## config.mk

```make
export PLATFORM = sky130hd
export DESIGN_NAME = averaged_swr_power_meter
export DESIGN_NICKNAME = d
export VERILOG_FILES = /design/src/rtl/aswr_pkg.sv /design/src/rtl/aswr_window.sv /design/src/rtl/averaged_swr_power_meter.sv
export VERILOG_INCLUDE_DIRS = /design/src /design/src/rtl
export SDC_FILE = /design/constraint.sdc
export NUM_CORES = 2
export LEC_CHECK = 0
export BUFFER_PORTS_ARGS = -buffer_cell sky130_fd_sc_hd__buf_2
export CAP_MARGIN = 20
export CORE_ASPECT_RATIO = 0.5
export CORE_UTILIZATION = 55
export DETAILED_ROUTE_END_ITERATION = 8
export PLACE_DENSITY = 0.7
export SLEW_MARGIN = 20
export SYNTH_ARGS = -nofsm -noshare
export SYNTH_HDL_FRONTEND = slang
export SYNTH_HIERARCHICAL = 1
export SYNTH_SLANG_ARGS = --single-unit
```

## constraint.sdc

```tcl
create_clock -name clk -period 10.4 [get_ports clk]
set_input_delay 1.56 -clock clk [delete_from_list [all_inputs] [get_ports clk]]
set_output_delay 1.56 -clock clk [all_outputs]
set_load 0.005 [all_outputs]
```

## src/rtl/averaged_swr_power_meter_defines.svh

```systemverilog
// Assertion macros shared by the SWR power meter RTL.
`ifndef AVERAGED_SWR_POWER_METER_DEFINES_SVH
`define AVERAGED_SWR_POWER_METER_DEFINES_SVH
`ifndef SYNTH
// Same-cycle implication, sampled on clk, ignored during reset.
`define ASWR_ASSERT_IMP(name, ante, cons) \
    name: assert property (@(posedge clk) disable iff (!rst_n) (ante) |-> (cons)) \
        else $error("aswr assertion failed");
// Next-cycle implication, sampled on clk, ignored during reset.
`define ASWR_ASSERT_NXT(name, ante, cons) \
    name: assert property (@(posedge clk) disable iff (!rst_n) (ante) |=> (cons)) \
        else $error("aswr assertion failed");
`else
`define ASWR_ASSERT_IMP(name, ante, cons)
`define ASWR_ASSERT_NXT(name, ante, cons)
`endif
`endif

```

## src/rtl/aswr_pkg.sv

```systemverilog
// Shared widths, defaults and register indexes of the SWR power meter.
package aswr_pkg;

    localparam int unsigned SampleW       = 12;
    localparam int unsigned SumW          = 20;
    localparam int unsigned CoefW         = 48;
    localparam int unsigned PowW          = 32;
    localparam int unsigned SwrW          = 24;
    localparam int unsigned AccW          = 72;
    localparam int unsigned CfgIdxW       = 2;
    localparam int unsigned WinLenDefault = 16;

    localparam logic [PowW-1:0] MinFwdReset = 32'd13107;

    localparam logic [CfgIdxW-1:0] CfgCoefSquare = 2'd0;
    localparam logic [CfgIdxW-1:0] CfgCoefLinear = 2'd1;
    localparam logic [CfgIdxW-1:0] CfgCoefOffset = 2'd2;
    localparam logic [CfgIdxW-1:0] CfgMinForward = 2'd3;

endpackage

```

## src/rtl/aswr_window.sv

```systemverilog
// Sliding windows of forward and reflected samples with running sums and means.
module aswr_window
    import aswr_pkg::*;
#(
    parameter int unsigned WINDOW_LENGTH = WinLenDefault
)
(
    input  logic               clk,
    input  logic               rst_n,
    input  logic               start,
    input  logic [SampleW-1:0] fwd_in,
    input  logic [SampleW-1:0] rev_in,
    output logic               done,
    output logic [SampleW-1:0] fwd_mean,
    output logic [SampleW-1:0] rev_mean
);

    localparam int unsigned PosW     = (WINDOW_LENGTH > 1) ? $clog2(WINDOW_LENGTH) : 1;
    localparam int unsigned DivShift = SumW + $clog2(WINDOW_LENGTH);
    localparam int unsigned RecipW   = SumW + 2;
    localparam int unsigned ProdW    = SumW + RecipW;
    localparam longint unsigned RecipVal =
        ((64'd1 << DivShift) + WINDOW_LENGTH - 1) / WINDOW_LENGTH;
    localparam logic [RecipW-1:0] Recip   = RecipW'(RecipVal);
    localparam logic [PosW-1:0]   LastPos = PosW'(WINDOW_LENGTH - 1);

    logic [SampleW-1:0] fwd_mem [WINDOW_LENGTH];
    logic [SampleW-1:0] rev_mem [WINDOW_LENGTH];
    logic [WINDOW_LENGTH-1:0] entry_vld_reg;
    logic [PosW-1:0]    pos_reg;
    logic               rd_phase_reg;
    logic               sum_phase_reg;
    logic               done_reg;
    logic               old_vld_reg;
    logic [SampleW-1:0] fwd_new_reg;
    logic [SampleW-1:0] rev_new_reg;
    logic [SampleW-1:0] fwd_old_reg;
    logic [SampleW-1:0] rev_old_reg;
    logic [SumW-1:0]    fwd_sum_reg;
    logic [SumW-1:0]    rev_sum_reg;
    logic [SumW-1:0]    fwd_sum_next;
    logic [SumW-1:0]    rev_sum_next;
    logic [SampleW-1:0] fwd_mean_reg;
    logic [SampleW-1:0] rev_mean_reg;
    logic [ProdW-1:0]   fwd_prod;
    logic [ProdW-1:0]   rev_prod;

    // Entries never written read as zero
    assign fwd_sum_next = fwd_sum_reg - (old_vld_reg ? SumW'(fwd_old_reg) : '0)
                        + SumW'(fwd_new_reg);
    assign rev_sum_next = rev_sum_reg - (old_vld_reg ? SumW'(rev_old_reg) : '0)
                        + SumW'(rev_new_reg);

    // Floor divide by the window length through a reciprocal multiply
    assign fwd_prod = ProdW'(fwd_sum_reg) * ProdW'(Recip);
    assign rev_prod = ProdW'(rev_sum_reg) * ProdW'(Recip);

    always_ff @(posedge clk)
    begin
        if (start)
        begin
            fwd_new_reg <= fwd_in;
            rev_new_reg <= rev_in;
            fwd_old_reg <= fwd_mem[pos_reg];
            rev_old_reg <= rev_mem[pos_reg];
        end
        if (rd_phase_reg)
        begin
            fwd_mem[pos_reg] <= fwd_new_reg;
            rev_mem[pos_reg] <= rev_new_reg;
        end
        if (sum_phase_reg)
        begin
            fwd_mean_reg <= fwd_prod[DivShift +: SampleW];
            rev_mean_reg <= rev_prod[DivShift +: SampleW];
        end
    end

    always_ff @(posedge clk or negedge rst_n)
    begin
        if (!rst_n)
        begin
            entry_vld_reg <= '0;
            pos_reg       <= '0;
            rd_phase_reg  <= 1'b0;
            sum_phase_reg <= 1'b0;
            done_reg      <= 1'b0;
            old_vld_reg   <= 1'b0;
            fwd_sum_reg   <= '0;
            rev_sum_reg   <= '0;
        end
        else
        begin
            rd_phase_reg  <= start;
            sum_phase_reg <= rd_phase_reg;
            done_reg      <= sum_phase_reg;
            if (start)
            begin
                old_vld_reg <= entry_vld_reg[pos_reg];
            end
            if (rd_phase_reg)
            begin
                entry_vld_reg[pos_reg] <= 1'b1;
                fwd_sum_reg <= fwd_sum_next;
                rev_sum_reg <= rev_sum_next;
                pos_reg     <= (pos_reg == LastPos) ? '0 : pos_reg + PosW'(1);
            end
        end
    end

    assign done     = done_reg;
    assign fwd_mean = fwd_mean_reg;
    assign rev_mean = rev_mean_reg;

endmodule

```

## src/rtl/averaged_swr_power_meter.sv

```systemverilog
// Top level of the averaged SWR power meter: sequencer and shared arithmetic unit.
`include "averaged_swr_power_meter_defines.svh"

// Each accepted word carries one forward and one reflected detector sample.
// The samples enter two sliding windows of WINDOW_LENGTH scans; the window
// means go through the quadratic calibration coef_square*m*m + coef_linear*m
// + coef_offset (Q16.32), clamped at zero and saturated into Q16.16 powers.
// SWR = (F + R + 2*isqrt(F*R)) / (F - R) is produced in Q8.16. All products,
// the square root and the quotient run on one 72-bit add/subtract unit under
// a one-hot sequencer: shift-add multiplies one bit a cycle, a restoring
// square root two bits a cycle, a restoring divide one quotient bit a cycle.
// A word passes through the window, both calibrations, the F*R product, the
// root, the divide and the output load when the SWR is computed, and skips
// the product, root and divide when forward power is zero or is below
// min_forward_power, or reflected power reaches forward power. in_ready
// is high only while the sequencer is idle; a result sits in the output
// register until taken while the next word is accepted. Configuration
// writes take effect at once and are meant for idle periods.
module averaged_swr_power_meter
    import aswr_pkg::*;
#(
    parameter int unsigned WINDOW_LENGTH = WinLenDefault
)
(
    input  logic               clk,
    input  logic               rst_n,
    input  logic               in_valid,
    output logic               in_ready,
    input  logic [SampleW-1:0] forward_sample,
    input  logic [SampleW-1:0] reflected_sample,
    output logic               out_valid,
    input  logic               out_ready,
    output logic [PowW-1:0]    forward_power,
    output logic [SwrW-1:0]    swr_value,
    output logic               swr_valid,
    output logic               swr_saturated,
    input  logic               cfg_write,
    input  logic [CfgIdxW-1:0] cfg_index,
    input  logic [CoefW-1:0]   cfg_data
);

    typedef enum logic [11:0] {
        S_IDLE    = 12'b0000_0000_0001,
        S_WAIT    = 12'b0000_0000_0010,
        S_MUL_SQ  = 12'b0000_0000_0100,
        S_MUL_T   = 12'b0000_0000_1000,
        S_MUL_LIN = 12'b0000_0001_0000,
        S_ADD_OFS = 12'b0000_0010_0000,
        S_POWER   = 12'b0000_0100_0000,
        S_MUL_FR  = 12'b0000_1000_0000,
        S_SQRT    = 12'b0001_0000_0000,
        S_DSET    = 12'b0010_0000_0000,
        S_DIV     = 12'b0100_0000_0000,
        S_OUT     = 12'b1000_0000_0000
    } state_t;

    localparam logic [SwrW-1:0] SwrMax = '1;
    localparam logic [PowW-1:0] PowMax = '1;

    state_t state_reg;
    state_t state_next;

    // configuration registers
    logic [CoefW-1:0] coef_square_reg;
    logic [CoefW-1:0] coef_linear_reg;
    logic [CoefW-1:0] coef_offset_reg;
    logic [PowW-1:0]  min_fwd_reg;

    // sequencer and datapath registers
    logic [4:0]       cnt_reg;
    logic             side_reg;
    logic [AccW-1:0]  acc_reg;
    logic [AccW-1:0]  mcand_reg;
    logic [31:0]      mplier_reg;
    logic             ovf_hi_reg;
    logic             ovf_lo_reg;
    logic [PowW-1:0]  fwd_pow_reg;
    logic [PowW-1:0]  rev_pow_reg;

    // output register
    logic             out_valid_reg;
    logic [PowW-1:0]  forward_power_reg;
    logic [SwrW-1:0]  swr_reg;
    logic             swr_valid_reg;
    logic             swr_sat_reg;

    // window interface
    logic               win_start;
    logic               mean_done;
    logic [SampleW-1:0] fwd_mean;
    logic [SampleW-1:0] rev_mean;
    logic [SampleW-1:0] mean_sel;

    // shared arithmetic unit
    logic [AccW-1:0]  alu_a;
    logic [AccW-1:0]  alu_b;
    logic             alu_sub;
    logic [AccW-1:0]  alu_sum;
    logic             alu_neg;

    logic [63:0]      sq_bit;
    logic [63:0]      sq_trial;
    logic [PowW-1:0]  pow_val;
    logic             prod_hi;
    logic             prod_lo;
    logic [34:0]      swr_num;
    logic [PowW-1:0]  swr_den;
    logic             cnt_zero;
    logic             load_out;
    logic             res_valid;
    logic             res_sat;
    logic [SwrW-1:0]  res_swr;

    aswr_window #(
        .WINDOW_LENGTH (WINDOW_LENGTH)
    ) u_window (
        .clk      (clk),
        .rst_n    (rst_n),
        .start    (win_start),
        .fwd_in   (forward_sample),
        .rev_in   (reflected_sample),
        .done     (mean_done),
        .fwd_mean (fwd_mean),
        .rev_mean (rev_mean)
    );

    assign in_ready  = (state_reg == S_IDLE);
    assign win_start = in_valid && in_ready;
    assign mean_sel  = side_reg ? rev_mean : fwd_mean;
    assign cnt_zero  = (cnt_reg == 5'd0);

    // Root trial bit is 4^cnt; it never overlaps the partial root held in mcand
    assign sq_bit   = 64'd1 << {cnt_reg, 1'b0};
    assign sq_trial = mcand_reg[63:0] | sq_bit;

    always_comb
    begin
        alu_a   = acc_reg;
        alu_b   = '0;
        alu_sub = 1'b0;
        unique case (state_reg)
            S_MUL_SQ, S_MUL_T, S_MUL_LIN, S_MUL_FR:
            begin
                alu_b = mplier_reg[0] ? mcand_reg : '0;
            end
            S_ADD_OFS:
            begin
                alu_b = {{(AccW-CoefW){coef_offset_reg[CoefW-1]}}, coef_offset_reg};
            end
            S_SQRT:
            begin
                alu_b   = AccW'(sq_trial);
                alu_sub = 1'b1;
            end
            S_DIV:
            begin
                alu_b   = mcand_reg;
                alu_sub = 1'b1;
            end
            default:
            begin
                alu_b = '0;
            end
        endcase
    end

    assign alu_sum = alu_a + (alu_sub ? ~alu_b : alu_b) + AccW'(alu_sub);
    assign alu_neg = alu_sum[AccW-1];

    // Square term overflow: product magnitude at least 2^61
    assign prod_hi = !alu_sum[AccW-1] && (|alu_sum[AccW-2:61]);
    assign prod_lo = alu_sum[AccW-1] && (!(&alu_sum[AccW-2:61]) || (alu_sum[60:0] == '0));

    // Clamp at zero, drop the low 16 fraction bits, saturate at full scale
    always_comb
    begin
        if (ovf_hi_reg)
        begin
            pow_val = PowMax;
        end
        else if (ovf_lo_reg || acc_reg[AccW-1])
        begin
            pow_val = '0;
        end
        else if (|acc_reg[AccW-1:CoefW])
        begin
            pow_val = PowMax;
        end
        else
        begin
            pow_val = acc_reg[CoefW-1:16];
        end
    end

    assign swr_num = 35'(fwd_pow_reg) + 35'(rev_pow_reg) + {2'b00, mcand_reg[31:0], 1'b0};
    assign swr_den = fwd_pow_reg - rev_pow_reg;

    // Result flags: invalid when zero or below threshold, saturated when reflected reaches forward or
    // the quotient reaches 2^24
    always_comb
    begin
        res_valid = (fwd_pow_reg != '0) && (fwd_pow_reg >= min_fwd_reg);
        res_sat   = 1'b0;
        res_swr   = '0;
        if (res_valid)
        begin
            if (rev_pow_reg >= fwd_pow_reg)
            begin
                res_sat = 1'b1;
                res_swr = SwrMax;
            end
            else if (mplier_reg[SwrW])
            begin
                res_sat = 1'b1;
                res_swr = SwrMax;
            end
            else
            begin
                res_swr = mplier_reg[SwrW-1:0];
            end
        end
    end

    assign load_out = (state_reg == S_OUT) && (!out_valid_reg || out_ready);

    always_comb
    begin
        state_next = state_reg;
        unique case (state_reg)
            S_IDLE:    if (in_valid) state_next = S_WAIT;
            S_WAIT:    if (mean_done) state_next = S_MUL_SQ;
            S_MUL_SQ:  if (cnt_zero) state_next = S_MUL_T;
            S_MUL_T:   if (cnt_zero) state_next = S_MUL_LIN;
            S_MUL_LIN: if (cnt_zero) state_next = S_ADD_OFS;
            S_ADD_OFS: state_next = S_POWER;
            S_POWER:
            begin
                if (!side_reg)
                begin
                    state_next = S_MUL_SQ;
                end
                else if ((fwd_pow_reg != '0) && (fwd_pow_reg >= min_fwd_reg)
                         && (pow_val < fwd_pow_reg))
                begin
                    state_next = S_MUL_FR;
                end
                else
                begin
                    state_next = S_OUT;
                end
            end
            S_MUL_FR:  if (cnt_zero) state_next = S_SQRT;
            S_SQRT:    if (cnt_zero) state_next = S_DSET;
            S_DSET:    state_next = S_DIV;
            S_DIV:     if (cnt_zero) state_next = S_OUT;
            S_OUT:     if (load_out) state_next = S_IDLE;
            default:   state_next = S_IDLE;
        endcase
    end

    // control state
    always_ff @(posedge clk or negedge rst_n)
    begin
        if (!rst_n)
        begin
            state_reg       <= S_IDLE;
            cnt_reg         <= '0;
            side_reg        <= 1'b0;
            out_valid_reg   <= 1'b0;
            coef_square_reg <= '0;
            coef_linear_reg <= '0;
            coef_offset_reg <= '0;
            min_fwd_reg     <= MinFwdReset;
        end
        else
        begin
            state_reg <= state_next;

            if (cfg_write)
            begin
                unique case (cfg_index)
                    CfgCoefSquare: coef_square_reg <= cfg_data;
                    CfgCoefLinear: coef_linear_reg <= cfg_data;
                    CfgCoefOffset: coef_offset_reg <= cfg_data;
                    CfgMinForward: min_fwd_reg     <= cfg_data[PowW-1:0];
                endcase
            end

            // Reload the step counter on every phase change, else count down
            if (state_next != state_reg || state_reg == S_POWER)
            begin
                unique case (state_next)
                    S_MUL_FR, S_SQRT: cnt_reg <= 5'd31;
                    S_DIV:            cnt_reg <= 5'(SwrW);
                    default:          cnt_reg <= 5'(SampleW - 1);
                endcase
            end
            else if (!cnt_zero)
            begin
                cnt_reg <= cnt_reg - 5'd1;
            end

            if (state_reg == S_WAIT)
            begin
                side_reg <= 1'b0;
            end
            else if (state_reg == S_POWER)
            begin
                side_reg <= 1'b1;
            end

            if (load_out)
            begin
                out_valid_reg <= 1'b1;
            end
            else if (out_ready)
            begin
                out_valid_reg <= 1'b0;
            end
        end
    end

    // datapath
    always_ff @(posedge clk)
    begin
        unique case (state_reg)
            S_WAIT:
            begin
                acc_reg    <= '0;
                mcand_reg  <= {{(AccW-CoefW){coef_square_reg[CoefW-1]}}, coef_square_reg};
                mplier_reg <= 32'(fwd_mean);
            end
            S_MUL_SQ, S_MUL_T, S_MUL_LIN, S_MUL_FR:
            begin
                acc_reg    <= alu_sum;
                mcand_reg  <= mcand_reg << 1;
                mplier_reg <= mplier_reg >> 1;
                if (cnt_zero)
                begin
                    unique case (state_reg)
                        S_MUL_SQ:
                        begin
                            // Square the mean: feed a2*m back as the multiplicand
                            acc_reg    <= '0;
                            mcand_reg  <= alu_sum;
                            mplier_reg <= 32'(mean_sel);
                        end
                        S_MUL_T:
                        begin
                            ovf_hi_reg <= prod_hi;
                            ovf_lo_reg <= prod_lo;
                            mcand_reg  <= {{(AccW-CoefW){coef_linear_reg[CoefW-1]}},
                                           coef_linear_reg};
                            mplier_reg <= 32'(mean_sel);
                        end
                        S_MUL_FR:
                        begin
                            // Start the root with an empty partial result
                            mcand_reg <= '0;
                        end
                        default:
                        begin
                            mcand_reg <= mcand_reg << 1;
                        end
                    endcase
                end
            end
            S_ADD_OFS:
            begin
                acc_reg <= alu_sum;
            end
            S_POWER:
            begin
                acc_reg <= '0;
                if (!side_reg)
                begin
                    fwd_pow_reg <= pow_val;
                    mcand_reg   <= {{(AccW-CoefW){coef_square_reg[CoefW-1]}},
                                    coef_square_reg};
                    mplier_reg  <= 32'(rev_mean);
                end
                else
                begin
                    rev_pow_reg <= pow_val;
                    mcand_reg   <= AccW'(fwd_pow_reg);
                    mplier_reg  <= pow_val;
                end
            end
            S_SQRT:
            begin
                if (!alu_neg)
                begin
                    acc_reg   <= alu_sum;
                    mcand_reg <= AccW'((mcand_reg[63:0] >> 1) | sq_bit);
                end
                else
                begin
                    mcand_reg <= AccW'(mcand_reg[63:0] >> 1);
                end
            end
            S_DSET:
            begin
                acc_reg    <= AccW'({swr_num, 16'b0});
                mcand_reg  <= AccW'(swr_den) << SwrW;
                mplier_reg <= '0;
            end
            S_DIV:
            begin
                if (!alu_neg)
                begin
                    acc_reg <= alu_sum;
                end
                mplier_reg <= {mplier_reg[30:0], !alu_neg};
                mcand_reg  <= mcand_reg >> 1;
            end
            default:
            begin
                acc_reg <= acc_reg;
            end
        endcase

        if (load_out)
        begin
            forward_power_reg <= fwd_pow_reg;
            swr_reg           <= res_swr;
            swr_valid_reg     <= res_valid;
            swr_sat_reg       <= res_sat;
        end
    end

    assign out_valid     = out_valid_reg;
    assign forward_power = forward_power_reg;
    assign swr_value     = swr_reg;
    assign swr_valid     = swr_valid_reg;
    assign swr_saturated = swr_sat_reg;

    `ASWR_ASSERT_IMP(a_sat_needs_valid, out_valid && swr_saturated, swr_valid)
    `ASWR_ASSERT_IMP(a_sat_is_max, out_valid && swr_saturated, swr_value == SwrMax)
    `ASWR_ASSERT_IMP(a_mean_only_waiting, mean_done, state_reg == S_WAIT)
    `ASWR_ASSERT_NXT(a_busy_after_accept, in_valid && in_ready, !in_ready)

endmodule
```

-- Word-level counts from Yosys, hierarchy flattened
Memory sizes are Yosys's and may differ from the RTL's. A register that Yosys moved wholly into a read port is not among the register bits.
Cells that the tools add are included.
- register bits after elaboration: 607
- latch bits: 0
- memory bits (writable): 384
- ROM bits: 0
- input bits: 79
- logic and storage cells: 169
- memories: 2
- memory list (name ; depth ; bits a word ; rd ports ; clocked after Yosys merged registers in ; wr ports ; RTL line ; RTL):
    u_window.fwd_mem ; 16 ; 12 ; 1 ; 1 ; 1 ; aswr_window.sv:27 ; logic [SampleW-1:0] fwd_mem [WINDOW_LENGTH];
    u_window.rev_mem ; 16 ; 12 ; 1 ; 1 ; 1 ; aswr_window.sv:28 ; logic [SampleW-1:0] rev_mem [WINDOW_LENGTH];
- add/subtract/negate cells: 11
- multipliers: 0
- div/mod/pow operators: 0
- $lt $le $gt $ge: 5
- equality and inequality tests: 22
- shift operators: 1
- mux-type cells: 53
- bitwise logic cells: 5
- reduce and logical (&&, ||, !) cells: 39
- operator list (cell ; number):
    72-bit 2-to-1 mux ; 7
    72-bit case mux with 6 select lines ; 1
    72-bit case mux with 5 select lines ; 1
    72-bit case mux with 4 select lines ; 1
    72-bit case mux with 3 select lines ; 1
    12-bit 2-to-1 mux ; 14
    32-bit case mux with 5 select lines ; 1
    12-bit case mux with 12 select lines ; 1
    32-bit 2-to-1 mux ; 4
    72-bit by 1-bit adder with 72-bit output ; 1
    72-bit adder ; 1
    72-bit inverter ; 1
    32-bit >= comparator ; 2
    64-bit 2-to-1 mux ; 1
    63-bit by 64-bit OR with 64-bit output ; 1
    64-bit OR ; 1
    1-bit by 6-bit left shift with 64-bit output (first input constant) ; 1
    31-bit 2-to-1 mux ; 2
    61-bit zero test ; 1
    24-bit 2-to-1 mux ; 2
    20-bit by 12-bit adder with 20-bit output ; 2
    20-bit subtractor ; 2
    33-bit by 33-bit adder with 34-bit output ; 1
    32-bit by 32-bit adder with 33-bit output ; 1
    48 further kinds ; 85

-- Longest topological paths before layout
- depth after elaboration: 13
- depth in mapped cells: 29
- depth with buffers taken out: 24

-- Cells and area by module
The synthesis kept the hierarchy.
- by module, submodules not included (module ; instances ; cells an instance ; area an instance (µm²) ; sequential area each (µm²)):
    averaged_swr_power_meter ; 1 ; 3643 ; 34699.5 ; 13899.6
    aswr_window ; 1 ; 1115 ; 21169.1 ; 15094.5

-- Worst setup path after synthesis
OpenSTA, ideal clock, no wires.
- kind: register to register
- start: register state_reg[4]
- end: register acc_reg[0], enable pin
- setup time: 0.526 ns
- data arrival time: 8.895 ns
- data required time: 9.874 ns
- path slack: 0.979 ns
- cell stages (with the launch flop): 26
- buffers on the path: 7
- clock period less this slack: 9.421 ns
- cells stage by stage: dfrtp_1 > buf_6 > nor4_4 > nand2_1 > or3_1 > buf_6 > inv_6 > clkbuf_1 > clkbuf_1 > buf_1 > nand2_1 > o21ai_0 > ha_1 > clkbuf_1 > and3_1 > a221o_1 > a31oi_1 > a2bb2oi_1 > o21ai_4 > a221o_4 > a211oi_4 > a41o_1 > o21ai_2 > xnor2_2 > buf_6 > a21oi_1
- word-level cells in the longest chain between the ends: 9
- elaborated cells between the ends (all ways): 22
- ends and longest elaborated chain (what ; RTL line ; RTL):
    start, declared ; averaged_swr_power_meter.sv:60 ; state_t state_reg;
    start signal, assigned ; averaged_swr_power_meter.sv:277 ; state_reg <= state_next;
    12-bit by 8-bit == test with 1-bit output (tied with other cells) ; averaged_swr_power_meter.sv:141, averaged_swr_power_meter.sv:326 ;
    4-bit OR reduction ; averaged_swr_power_meter.sv:141, averaged_swr_power_meter.sv:326 ;
    72-bit case mux with 4 select lines ; averaged_swr_power_meter.sv:141 ; unique case (state_reg)
    72-bit inverter ; averaged_swr_power_meter.sv:167 ; assign alu_sum = alu_a + (alu_sub ? ~alu_b : alu_b) + AccW'(alu_sub);
    72-bit 2-to-1 mux ; averaged_swr_power_meter.sv:167 ;
    72-bit adder ; averaged_swr_power_meter.sv:167 ;
    72-bit by 1-bit adder with 72-bit output ; averaged_swr_power_meter.sv:167 ;
    2-bit inequality test (no line) ; -- ;
    2-bit AND reduction (no line) (*) ; -- ;
    end signal, assigned ; averaged_swr_power_meter.sv:335 ; acc_reg <= alu_sum;
    end signal, assigned ; averaged_swr_power_meter.sv:370 ; acc_reg <= alu_sum;
    end signal, assigned ; averaged_swr_power_meter.sv:393 ; acc_reg <= alu_sum;
    end, declared ; averaged_swr_power_meter.sv:72 ; logic [AccW-1:0] acc_reg;
Every way passes the cells marked *; elsewhere a longest branch is shown, timed or not.
A chain may end at the register's enable or synchronous reset.

-- Worst setup path in the final report
- start: register state_reg[2]
- end: register mcand_reg[50], data pin
- word-level cells in the longest chain between the ends: 10
- elaborated cells between the ends (all ways): 22
- ends and longest elaborated chain (what ; RTL line ; RTL):
    12-bit by 8-bit == test with 1-bit output (tied with other cells) ; averaged_swr_power_meter.sv:141, averaged_swr_power_meter.sv:326, averaged_swr_power_meter.sv:340 ;
    4-bit OR reduction ; averaged_swr_power_meter.sv:141, averaged_swr_power_meter.sv:326 ;
    72-bit case mux with 4 select lines ; averaged_swr_power_meter.sv:141 ;
    72-bit inverter ; averaged_swr_power_meter.sv:167 ;
    72-bit 2-to-1 mux ; averaged_swr_power_meter.sv:167 ;
    72-bit adder ; averaged_swr_power_meter.sv:167 ;
    72-bit by 1-bit adder with 72-bit output ; averaged_swr_power_meter.sv:167 ;
    72-bit case mux with 3 select lines ; averaged_swr_power_meter.sv:340 ; unique case (state_reg)
    72-bit 2-to-1 mux ; averaged_swr_power_meter.sv:338 ; if (cnt_zero)
    72-bit case mux with 6 select lines (*) ; averaged_swr_power_meter.sv:326 ; unique case (state_reg)
    end signal, assigned ; averaged_swr_power_meter.sv:330 ; mcand_reg <= {{(AccW-CoefW){coef_square_reg[CoefW-1]}}, coef_square_reg};
    end signal, assigned ; averaged_swr_power_meter.sv:336 ; mcand_reg <= mcand_reg << 1;
    end signal, assigned ; averaged_swr_power_meter.sv:345 ; mcand_reg <= alu_sum;
    end, declared ; averaged_swr_power_meter.sv:73 ; logic [AccW-1:0] mcand_reg;
Marks and branches as above.

==> run summary <==
Setup WS pre-CTS: 2710 ps
H-tree Lvls: 3
# Post-CTS Setup Buffers: 0
NumNets Final: 5184
Placed Area: 57900 µm²
Most instantiated cells after synthesis: edfxtp_1, nand2_1, o21ai_0, a21oi_1, nor2_1
Row cnt: 82
Pleak: 23.3 nW
CP startpoint kind: flop
Distinct cells, synth: 99
Slew Viols, Final: 0
Worst setup EP type: flop
Yosys warnings: 6
Tmin final: 7950 ps
Crit path max-delay family: simple AND/OR/NAND/NOR gates
Area leader, netlist: edfxtp_1
WP buf/inv: 1
Worst slew margin: 20.5%
Seq/Total Area, Yosys: 51.9%
Cell with the most instances after synthesis: edfxtp_1
CP max stage delay: 930 ps
Number of flops mapped to enable cells by yosys: 756
Power Density: 236 nW/µm²
Die width: 453 µm
Syn Inst Count: 4758
Internal power: 9.16 mW
Hold_buf cts: 0
Num Clock Sinks: 1007
Avg WL per Cell: 29.5 µm
Cell Chain, Critical Path: nor4_4, nand2_1, nor2_1, nand2_1, nor2_1, and2_1, a22o_1, o21ai_0, nand2_1, o21ai_0, ha_1, a21oi_1, o2111ai_1, a221oi_1, or2_2, o21ai_0, a221o_4, a211oi_4, a41o_1, o21ai_2, xnor2_2, buf_4, nor2b_1, a221o_1
CP max-delay cell: nor2b_1
Crit path required time: 10960 ps
Core area: 100000 µm²
Critical Path Fanout Max: 11
Clk_lat worst skew: 730 ps
Fmax: 0.126 GHz
Height of the die: 227 µm
Overall Power: 14.4 mW
Final Hold Viols: 0
Vias in the first global route: 39700
Comb power frac: 35.4%
Max-cap viol count: 0
Largest regs: u_window/fwd_mem: 192 flops, u_window/rev_mem: 192 flops
Critical path data arrival time: 8510 ps
Cts bufs inserted: 87
Critical path class: flop to flop
Min Hold Slack: 446 ps
Initial antenna violation count: 11
Synth Flop Type: edfxtp_1
Psw: 5.21 mW
Post-route clock period utilization: 76.4%
Worst-Margin Slew: 1190 ps
Switching share of power: 36.3%
Final weighted congestion in routability-driven placement: 1.03
Pre-antenna DRT Iters: 6
Seq pwr share: 40.5%
Clock share of power: 24.1%
First DRT Iteration DRCs: 5938
HP Class: flop to flop
Synthesized area per cell: 11.7 µm²
Share of cells above drive strength 1: 15.9%
Starting Density: 55.6%
Avg Vias per Cell: 6.71
Root Buffer Master: clkbuf_16
I/O pins: 139
Register bit total from synthesis: 1007
ANT nets after route: 0
DP HPWL: 131 mm
PostCTS Resize Cnt: 0
Final worst setup slack: 2450 ps
Input/output buffers: 138
TritonCTS clock tree: yes
Post-route cell area: 60900 µm²
Final wirelength: 184 mm
Tot GR Track Use: 35.5%
Unrepaired setup endpoints after global routing: false
TNS Setup: 0 ps
Syn-to-layout area delta: 8.93%
Synthesized area: 55900 µm²
Worst-path clk slew: 70 ps
First-pass GRT wire length: 266 mm
Layout Utilization: 60.6%
Clock skew: 41.4 ps
DRC: 0
Setup violators final: 0
Maximum vdd drop: 191 µV
Fin cells: 6228
Status: finished clean
Syn nets: 5135
Largest net degree at the start of global routing: 106
DR vias: 41800
# placed instances: 6062
Die footprint: 103000 µm²
CTS Buffer Depth: 3
Ys async rst share: 24.9%
Top cell type's share of synthesized area: 40.6%
Synth top area cells: edfxtp_1, dfrtp_1, ha_1
Grt total ovfl: 0
## layer usage
layer	routed length [µm]	vias to the layer above	track usage (%)	part of all wire [%]
met1	74900	20900	48.7	41
met3	23000	417	12.2	13
met4	7020	10	12.5	3.8
met2	78800	2501	52.6	43
met5	75	-	0	0.041
li1	-	18000	-	-
## path summary, 6_finish.rpt
path | cells past startpoint | from | endpoint | slack [ps]
worst max-delay path | 24 | state_reg[2] | mcand_reg[50] | 2450
worst min-delay path | 0 | u_window/rev_sum_reg[11] | u_window/rev_mean[7] | 450
worst max register to register | 24 | state_reg[2] | mcand_reg[50] | 2450
worst min register to register | 0 | u_window/rev_sum_reg[11] | u_window/rev_mean[7] | 450
max in group asynchronous | 2 | rst_n | u_window/pos_reg[1] | 7750
min in group asynchronous | 1 | rst_n | min_fwd_reg[26] | 860
## layout by cell type, fill, tap and decap left out, drive strengths merged, types with 46 or more instances in the layout
master | synthesis | routed
dfrtp | 242 | 242
xnor2 | 93 | 93
nor2 | 273 | 273
ha | 240 | 240
nand3 | 55 | 55
mux4 | 125 | 125
fa | 58 | 58
mux2 | 199 | 199
nand2b | 68 | 68
a21oi | 294 | 294
edfxtp | 756 | 756
buf | 50 | 214
nand4 | 58 | 58
nand2 | 394 | 394
mux2i | 56 | 56
and2 | 78 | 78
clkbuf | 204 | 121
inv | 265 | 268
nor3 | 68 | 68
a21o | 88 | 88
o21ai | 345 | 345
o21a | 46 | 46
o211ai | 48 | 48
## power groups by stage
stage                     Sequential, mW  Combinational (mW)  Clock (mW)
after floorplan                     5.50                3.84           0
after CTS                           5.78                5.02        3.50
final                               5.82                5.09        3.47
after global routing                5.86                5.53        3.66
after global placement              5.84                4.87           0
after detailed placement            5.86                4.99           0
## cell type report
cell class,count,area [µm²]
diodes,5,12.5
well taps,1344,1680
multi-input cells,3230,24900
clock buffers,121,2450
inverters,267,1010
flip-flops and latches,1007,29000
clock inverters,40,533
repair buffers,214,1270
fillers,7897,39600
## kinds of logic after synthesis
group / synth area share [%]
compound gates: 14.3
fa+ha+maj: 7.45
flops: 51.9
xor+xnor: 2.13
buf+inv: 3.73
mux: 10.1
simple gates: 10.4
(Power assumes the default switching activity.)
